==> config.mk <==
export PLATFORM = sky130hd
export DESIGN_NAME = sound_reactive_rgb_light_controller
export DESIGN_NICKNAME = d
export VERILOG_FILES = /design/src/hdl/srrlc_pkg.sv /design/src/hdl/sound_reactive_rgb_light_controller.sv
export SDC_FILE = /design/constraint.sdc
export NUM_CORES = 1
export LEC_CHECK = 0
export BUFFER_PORTS_ARGS = -buffer_cell sky130_fd_sc_hd__clkbuf_2
export CORE_ASPECT_RATIO = 1.5
export CORE_UTILIZATION = 61
export CTS_CLUSTER_SIZE = 25
export DETAILED_ROUTE_END_ITERATION = 8
export MAX_ROUTING_LAYER = met4
export PLACE_DENSITY_LB_ADDON = 0.08
export SLEW_MARGIN = 20
export SYNTH_ARGS = -nofsm -noshare
export SYNTH_HDL_FRONTEND = slang
export SYNTH_SLANG_ARGS = --single-unit
==> constraint.sdc <==
create_clock -name i_clk -period 9.65 [get_ports i_clk]
set_input_delay 0.965 -clock i_clk [delete_from_list [all_inputs] [get_ports i_clk]]
set_output_delay 0.965 -clock i_clk [all_outputs]
set_load 0.05 [all_outputs]
==> src/hdl/srrlc_pkg.sv <==
// ----------------------------------------------------------------------------
// srrlc_pkg
// lighting mode codes and color wheel band table for the sound reactive
// rgb light controller
// ----------------------------------------------------------------------------
package srrlc_pkg;

    // lighting modes
    localparam logic [2:0] MODE_CLAP  = 3'd0;
    localparam logic [2:0] MODE_BLUE  = 3'd1;
    localparam logic [2:0] MODE_GREEN = 3'd2;
    localparam logic [2:0] MODE_RED   = 3'd3;
    localparam logic [2:0] MODE_WHITE = 3'd4;
    localparam logic [2:0] MODE_WHEEL = 3'd5;

    // configuration register indexes
    localparam logic [1:0] CFG_QUIET_CENTER   = 2'd0;
    localparam logic [1:0] CFG_QUIET_DEADBAND = 2'd1;
    localparam logic [1:0] CFG_CLAP_HOLD_MS   = 2'd2;
    localparam logic [1:0] CFG_CLAP_GAP_MS    = 2'd3;

    localparam int NUM_BANDS = 9;

    typedef struct packed {
        logic [7:0] red;
        logic [7:0] green;
        logic [7:0] blue;
    } t_rgb;

    localparam logic [7:0] LVL_OFF  = 8'd0;
    localparam logic [7:0] LVL_FULL = 8'd255;

    // color of one wheel band, bands past the last saturate
    function automatic t_rgb band_color(input logic [3:0] band);
        t_rgb c;
        case (band)
            4'd0:    c = '{8'd255, 8'd0,   8'd0};
            4'd1:    c = '{8'd170, 8'd85,  8'd0};
            4'd2:    c = '{8'd85,  8'd170, 8'd0};
            4'd3:    c = '{8'd0,   8'd255, 8'd0};
            4'd4:    c = '{8'd0,   8'd170, 8'd85};
            4'd5:    c = '{8'd0,   8'd85,  8'd170};
            4'd6:    c = '{8'd0,   8'd0,   8'd255};
            4'd7:    c = '{8'd85,  8'd0,   8'd170};
            default: c = '{8'd170, 8'd0,   8'd85};
        endcase
        return c;
    endfunction

endpackage

==> src/hdl/sound_reactive_rgb_light_controller.sv <==
// ----------------------------------------------------------------------------
// sound_reactive_rgb_light_controller
// turns a microphone sample stream into rgb duty levels in six modes
// ----------------------------------------------------------------------------
// One beat per sample tick carries a microphone sample, the mode button level
// and a millisecond timestamp; one result beat comes back per tick with the
// red, green and blue duty levels, the mode in force and the clap count.
// The block takes a tick every clock cycle while not stalled: all state
// (mode, button, clap timing, color wheel) is updated in the cycle the tick
// is accepted, and the result is written to an output register on that same edge. The input is stalled
// only while a finished result sits in that register and the sink stalls it.
// Configuration writes are meant for idle periods and take effect at once.
// ----------------------------------------------------------------------------
module sound_reactive_rgb_light_controller #(
    parameter int SAMPLE_BITS = 10,
    parameter int WHEEL_TOP   = 900,
    parameter int BAND_WIDTH  = 100
) (
    input  logic                   i_clk,
    input  logic                   i_rst_n,

    // configuration write port
    input  logic                   i_cfg_we,
    input  logic [1:0]             i_cfg_idx,
    input  logic [15:0]            i_cfg_data,

    // sample tick channel
    input  logic                   i_in_valid,
    output logic                   o_in_stall,
    input  logic [SAMPLE_BITS-1:0] i_mic_sample,
    input  logic                   i_button_level,
    input  logic [31:0]            i_now_ms,

    // result channel
    output logic                   o_out_valid,
    input  logic                   i_out_stall,
    output logic [7:0]             o_red_duty,
    output logic [7:0]             o_green_duty,
    output logic [7:0]             o_blue_duty,
    output logic [2:0]             o_current_mode,
    output logic [1:0]             o_claps_counted
);

    // width that holds both the sample and the 10-bit center
    localparam int DW = (SAMPLE_BITS > 10) ? SAMPLE_BITS : 10;

    // configuration registers
    logic [9:0]  r_quiet_center;
    logic [9:0]  r_quiet_deadband;
    logic [15:0] r_clap_hold_ms;
    logic [15:0] r_clap_gap_ms;

    // controller state
    logic [2:0]  r_mode,        n_mode;
    logic        r_btn_held,    n_btn_held;
    logic [1:0]  r_clap_cnt,    n_clap_cnt;
    logic        r_clap_armed,  n_clap_armed;
    logic [31:0] r_clap_start,  n_clap_start;
    logic [31:0] r_gap_start,   n_gap_start;
    logic [9:0]  r_wheel_cnt,   n_wheel_cnt;
    logic        r_wheel_up,    n_wheel_up;
    srrlc_pkg::t_rgb r_level,   n_level;

    // result register
    logic        r_out_valid;
    srrlc_pkg::t_rgb r_out_rgb;
    logic [2:0]  r_out_mode;
    logic [1:0]  r_out_claps;

    logic        in_accept;
    logic [DW-1:0] sample_x;
    logic [DW-1:0] center_x;
    logic [DW-1:0] dev;
    logic        sound;
    logic [31:0] since_clap;
    logic [31:0] since_gap;
    logic [3:0]  band;

    // result slot frees up when empty or being taken this cycle
    assign o_in_stall = r_out_valid && i_out_stall;
    assign in_accept  = i_in_valid && !o_in_stall;

    // sound detect: |center - sample| > deadband
    assign sample_x = DW'(i_mic_sample);
    assign center_x = DW'(r_quiet_center);
    assign dev      = (sample_x > center_x) ? (sample_x - center_x) : (center_x - sample_x);
    assign sound    = dev > DW'(r_quiet_deadband);

    // modular elapsed time for clap hold and gap
    assign since_clap = i_now_ms - r_clap_start;
    assign since_gap  = i_now_ms - r_gap_start;

    always_comb begin
        n_mode       = r_mode;
        n_btn_held   = r_btn_held;
        n_clap_cnt   = r_clap_cnt;
        n_clap_armed = r_clap_armed;
        n_clap_start = r_clap_start;
        n_gap_start  = r_gap_start;
        n_wheel_cnt  = r_wheel_cnt;
        n_wheel_up   = r_wheel_up;
        n_level      = r_level;
        band         = '0;

        // button release steps the mode, effective on this tick
        if (i_button_level) begin
            n_btn_held = 1'b1;
        end else if (r_btn_held) begin
            n_btn_held = 1'b0;
            n_mode = (r_mode >= srrlc_pkg::MODE_WHEEL) ? srrlc_pkg::MODE_CLAP : r_mode + 3'd1;
        end

        case (n_mode)
            srrlc_pkg::MODE_CLAP: begin
                if (sound) begin
                    if (!r_clap_armed) begin
                        // start of a new clap
                        n_clap_armed = 1'b1;
                        n_clap_start = i_now_ms;
                        n_gap_start  = i_now_ms;
                        if (r_clap_cnt != 2'd3) begin
                            n_clap_cnt = r_clap_cnt + 2'd1;
                        end
                    end else if (since_clap > 32'(r_clap_hold_ms)) begin
                        // clap lasted long enough, rearm
                        n_clap_armed = 1'b0;
                    end
                end else if (r_clap_cnt != 2'd0 && since_gap > 32'(r_clap_gap_ms)) begin
                    n_clap_cnt = 2'd0;
                end
                if (n_clap_cnt == 2'd1) begin
                    n_level = '{srrlc_pkg::LVL_OFF, srrlc_pkg::LVL_OFF, srrlc_pkg::LVL_OFF};
                end else if (n_clap_cnt == 2'd2) begin
                    n_level = '{srrlc_pkg::LVL_FULL, srrlc_pkg::LVL_FULL,
                                srrlc_pkg::LVL_FULL};
                end
            end
            srrlc_pkg::MODE_BLUE: begin
                n_level = '{srrlc_pkg::LVL_OFF, srrlc_pkg::LVL_OFF,
                            sound ? srrlc_pkg::LVL_FULL : srrlc_pkg::LVL_OFF};
            end
            srrlc_pkg::MODE_GREEN: begin
                n_level = '{srrlc_pkg::LVL_OFF,
                            sound ? srrlc_pkg::LVL_FULL : srrlc_pkg::LVL_OFF,
                            srrlc_pkg::LVL_OFF};
            end
            srrlc_pkg::MODE_RED: begin
                n_level = '{sound ? srrlc_pkg::LVL_FULL : srrlc_pkg::LVL_OFF,
                            srrlc_pkg::LVL_OFF, srrlc_pkg::LVL_OFF};
            end
            srrlc_pkg::MODE_WHITE: begin
                n_level = sound ? '{srrlc_pkg::LVL_FULL, srrlc_pkg::LVL_FULL,
                                    srrlc_pkg::LVL_FULL}
                                : '{srrlc_pkg::LVL_OFF, srrlc_pkg::LVL_OFF,
                                    srrlc_pkg::LVL_OFF};
            end
            default: begin
                // color wheel: bouncing counter while there is sound
                if (!sound) begin
                    n_level = '{srrlc_pkg::LVL_OFF, srrlc_pkg::LVL_OFF, srrlc_pkg::LVL_OFF};
                end else begin
                    if (r_wheel_up) begin
                        if (r_wheel_cnt < 10'(WHEEL_TOP)) begin
                            n_wheel_cnt = r_wheel_cnt + 10'd1;
                        end
                        if (n_wheel_cnt >= 10'(WHEEL_TOP)) begin
                            n_wheel_up = 1'b0;
                        end
                    end else begin
                        if (r_wheel_cnt != 10'd0) begin
                            n_wheel_cnt = r_wheel_cnt - 10'd1;
                        end
                        if (n_wheel_cnt == 10'd0) begin
                            n_wheel_up = 1'b1;
                        end
                    end
                    // band = (count-1)/width, found by counting passed thresholds
                    for (int k = 1; k < srrlc_pkg::NUM_BANDS; k++) begin
                        if (11'(n_wheel_cnt) > 11'(k * BAND_WIDTH)) begin
                            band = band + 4'd1;
                        end
                    end
                    n_level = srrlc_pkg::band_color(band);
                end
            end
        endcase
    end

    // configuration registers
    always_ff @(posedge i_clk) begin
        if (!i_rst_n) begin
            r_quiet_center   <= 10'd503;
            r_quiet_deadband <= 10'd10;
            r_clap_hold_ms   <= 16'd150;
            r_clap_gap_ms    <= 16'd500;
        end else if (i_cfg_we) begin
            case (i_cfg_idx)
                srrlc_pkg::CFG_QUIET_CENTER:   r_quiet_center   <= i_cfg_data[9:0];
                srrlc_pkg::CFG_QUIET_DEADBAND: r_quiet_deadband <= i_cfg_data[9:0];
                srrlc_pkg::CFG_CLAP_HOLD_MS:   r_clap_hold_ms   <= i_cfg_data;
                srrlc_pkg::CFG_CLAP_GAP_MS:    r_clap_gap_ms    <= i_cfg_data;
                default: ;
            endcase
        end
    end

    // controller state, advances once per accepted beat
    always_ff @(posedge i_clk) begin
        if (!i_rst_n) begin
            r_mode       <= srrlc_pkg::MODE_CLAP;
            r_btn_held   <= 1'b0;
            r_clap_cnt   <= 2'd0;
            r_clap_armed <= 1'b0;
            r_clap_start <= 32'd0;
            r_gap_start  <= 32'd0;
            r_wheel_cnt  <= 10'd0;
            r_wheel_up   <= 1'b1;
            r_level      <= '0;
        end else if (in_accept) begin
            r_mode       <= n_mode;
            r_btn_held   <= n_btn_held;
            r_clap_cnt   <= n_clap_cnt;
            r_clap_armed <= n_clap_armed;
            r_clap_start <= n_clap_start;
            r_gap_start  <= n_gap_start;
            r_wheel_cnt  <= n_wheel_cnt;
            r_wheel_up   <= n_wheel_up;
            r_level      <= n_level;
        end
    end

    // result register
    always_ff @(posedge i_clk) begin
        if (!i_rst_n) begin
            r_out_valid <= 1'b0;
        end else if (in_accept) begin
            r_out_valid <= 1'b1;
        end else if (!i_out_stall) begin
            r_out_valid <= 1'b0;
        end
    end

    always_ff @(posedge i_clk) begin
        if (in_accept) begin
            r_out_rgb   <= n_level;
            r_out_mode  <= n_mode;
            r_out_claps <= n_clap_cnt;
        end
    end

    assign o_out_valid     = r_out_valid;
    assign o_red_duty      = r_out_rgb.red;
    assign o_green_duty    = r_out_rgb.green;
    assign o_blue_duty     = r_out_rgb.blue;
    assign o_current_mode  = r_out_mode;
    assign o_claps_counted = r_out_claps;

endmodule

==> flow_metrics.tcl <==
set metrics [dict create \
    status "finished clean" \
    synthArstFlopShare 0 \
    slew_violations 0 \
    rr_startpoint "r_wheel_cnt[4]$_SDFFE_PN0P_" \
    final_common_cell "nand2_1" \
    fmax_mhz 117 \
    grt-ovfl-total 0 \
    ant_nets 0 \
    finalInstanceArea_um2 13300 \
    p_leak_nw 5.57 \
    ir_drop_uv 147 \
    synth-edff-count 29 \
    setup_tns_ps 0 \
    coreArea_um2 19700 \
    areaGrowthSynthToFinish_pct 9.09 \
    fin_crit_ps 8550 \
    drtIter0Drc 666 \
    syn_area_um2 12200 \
    period_share 0.886 \
    cts_resized 0 \
    finalWeightedCongestion 0.961 \
    h-tree-depth 4 \
    postCtsSetupRepairBufs 0 \
    grt_pass1_vias 11100 \
    slew_headroom 0.279 \
    crit_path_end_kind "flop" \
    crit_start "r_wheel_cnt[4]$_SDFFE_PN0P_" \
    io_pins 97 \
    synth-seq-cells 156 \
    synthCells 1527 \
    hold_path.class "flop to flop" \
    cts_sinks 156 \
    routedWlPerCell_um 17.1 \
    grt_max_degree 108 \
    antenna_found_initial 0 \
    fp.dieH_um 175 \
    syn-num-nets 1699 \
    synth_cell_types 98 \
    cp_common_cell "ha_1" \
    power.density_nw_per_um2 161 \
    design_power_total_mw 2.14 \
    rsz0062_at_grt "false" \
    min-delay-start "r_gap_start[11]$_SDFFE_PN0P_" \
    cts_root_buf "clkbuf_16" \
    clk_latency_ps 450 \
    start_util 0.620 \
    endpoint "o_green_duty[1]$_DFFE_PP_" \
    cp.required_ps 9810 \
    drive_gt1_frac 0.123 \
    syn_area_per_cell_um2 8.00 \
    drc_errors 0 \
    synth_seq_area_share 0.279 \
    placed_area_um2 12800 \
    n_fill_cell 1756 \
    avgViaCountPerCell 6.12 \
    r2r-end "o_green_duty[1]$_DFFE_PP_" \
    hold_buffers 0 \
    grt_pass1_wl_um 52000 \
    clock_skew_ps 11.7 \
    dr.pass1.iters 5 \
    ff2ff_setup_slack_ps 1100 \
    antenna_cells 0 \
    final_cell_mix "226 x nand2_1, 127 x dfxtp_1, 125 x inv_1, 103 x ha_1, 100 x nor2_1" \
    finalSetupViolations 0 \
    start_kind "flop" \
    dieArea_um2 20600 \
    path_max_fanout 17 \
    track_usage 0.320 \
    final_nets 1748 \
    cts_tree "yes" \
    worst_pin_slew_ps 1050 \
    crit_slowest_cell "xnor3_1" \
    core.rowCount 63 \
    cpPeakStageDelay_ps 540 \
    cp_data_arrival_time_ps 8710 \
    crit_type "flop to flop" \
    postLayoutCoreUtil 0.677 \
    io_buffers 96 \
    yosys_warnings 0 \
    holdWs_ps 461 \
    ctsLongestPathBuffers 2 \
    finalHoldViolCount 0 \
    clkSlewWorstSetupHoldPaths_ps 60 \
    cts_buffers 17 \
    vias 11300 \
    cap_violations 0 \
    ff2ff_path_depth 33 \
    die_w_um 118 \
    ys.flop_type "dfxtp_1" \
    hpwl_um 23800 \
    wl_um 31700 \
]
## routing by layer
metal  up-vias  global-route usage  wire length [µm]
met2       285               0.612             17100
met5         -                   -                 0
met1      5371               0.316             12200
met4         0               0.157              1260
met3        80              0.0412              1070
li1       5589                   -                 -
## cell type report
type,count,area [µm²],share of cell area
clock buffer,20,447,0.0335
clock inverter,12,98.8,0.00741
inverter,128,480,0.0360
multi-input combinational,1168,8020,0.601
sequential,156,3410,0.256
tap,260,325,0.0244
timing repair buffer,105,551,0.0413
## synthesized netlist by cell type, types with 12 or more instances
master,n,area share
xor2_1,13,0.0093
o211ai_1,27,0.017
and3_1,12,0.0061
dfxtp_1,127,0.21
xnor2_1,26,0.019
nor3_1,24,0.0098
ha_1,103,0.11
nand2b_1,14,0.0072
a21boi_0,74,0.045
nor2_1,101,0.031
nor4_1,15,0.0077
a211oi_1,18,0.011
nand2_1,226,0.069
clkbuf_1,58,0.018
o21ai_0,68,0.028
mux2i_1,16,0.013
a31oi_1,13,0.0067
a21o_1,48,0.029
edfxtp_1,29,0.071
nand4_1,19,0.0097
and2_1,17,0.0087
nand3_1,38,0.016
a21oi_1,64,0.026
o21a_1,28,0.017
inv_1,125,0.038
## flip-flops by register name, summed over array words and instances, names as in the netlist, 3 cells and up
name and cells:
r_clap_hold_ms 16, center_x 10, r_quiet_deadband 10, r_wheel_cnt 10, o_current_mode 3, r_clap_gap_ms 16
o_green_duty 8, r_gap_start 32, o_blue_duty 8, r_level 24, r_mode 3, o_red_duty 8
## how the worst min path moves through the flow
stage          slack (ps)                        endpoint  cells past startpoint
2_1_floorplan         440    r_gap_start[24]$_SDFFE_PN0P_                      2
3_3_place_gp          450    r_gap_start[14]$_SDFFE_PN0P_                      2
3_5_place_dp          460    r_gap_start[20]$_SDFFE_PN0P_                      2
4_1_cts               470    r_gap_start[20]$_SDFFE_PN0P_                      2
5_1_grt               480  r_clap_gap_ms[12]$_SDFFE_PN0P_                      2
6_report              460    r_gap_start[11]$_SDFFE_PN0P_                      2
## through the flow
stage | setup slack (ps) | std cells
floorplan | 2270 | 1527
global placement | 1430 | 1817
detailed placement | 1200 | 1817
CTS | 1170 | 1849
global route | 420 | 1849
finish | 1100 | 1849
## worst max-delay path: cells and delay by family, from the launching register on
kind                       cells  cell delay (ps)
xor gates and xnor gates       2              840
DFF                            1              460
muxes                          3              740
AOI/OAI and AO/OA             10             2600
adders and majority gates      6             1660
buffers and inverters          1              120
and+or+nand+nor               11             1800
## cell families (layout without fill, tap and decap cells)
family	count (synthesis)	in the layout	synth area share
muxes	25	25	0.0214
DFF	156	156	0.279
AOI/OAI and AO/OA	470	470	0.284
buffers and inverters	203	265	0.0658
adders and majority gates	106	106	0.110
xor gates and xnor gates	44	44	0.0375
and+or+nand+nor	523	523	0.201
## power breakdown
part           switching, mW  total [mW]  internal, mW  leakage (nW)
clock                  0.282       0.641         0.358         0.253
sequential            0.0272       0.754         0.727          1.33
combinational          0.476       0.747         0.272          3.99
total                  0.785        2.14          1.36          5.57
(Power assumes the default switching activity.)
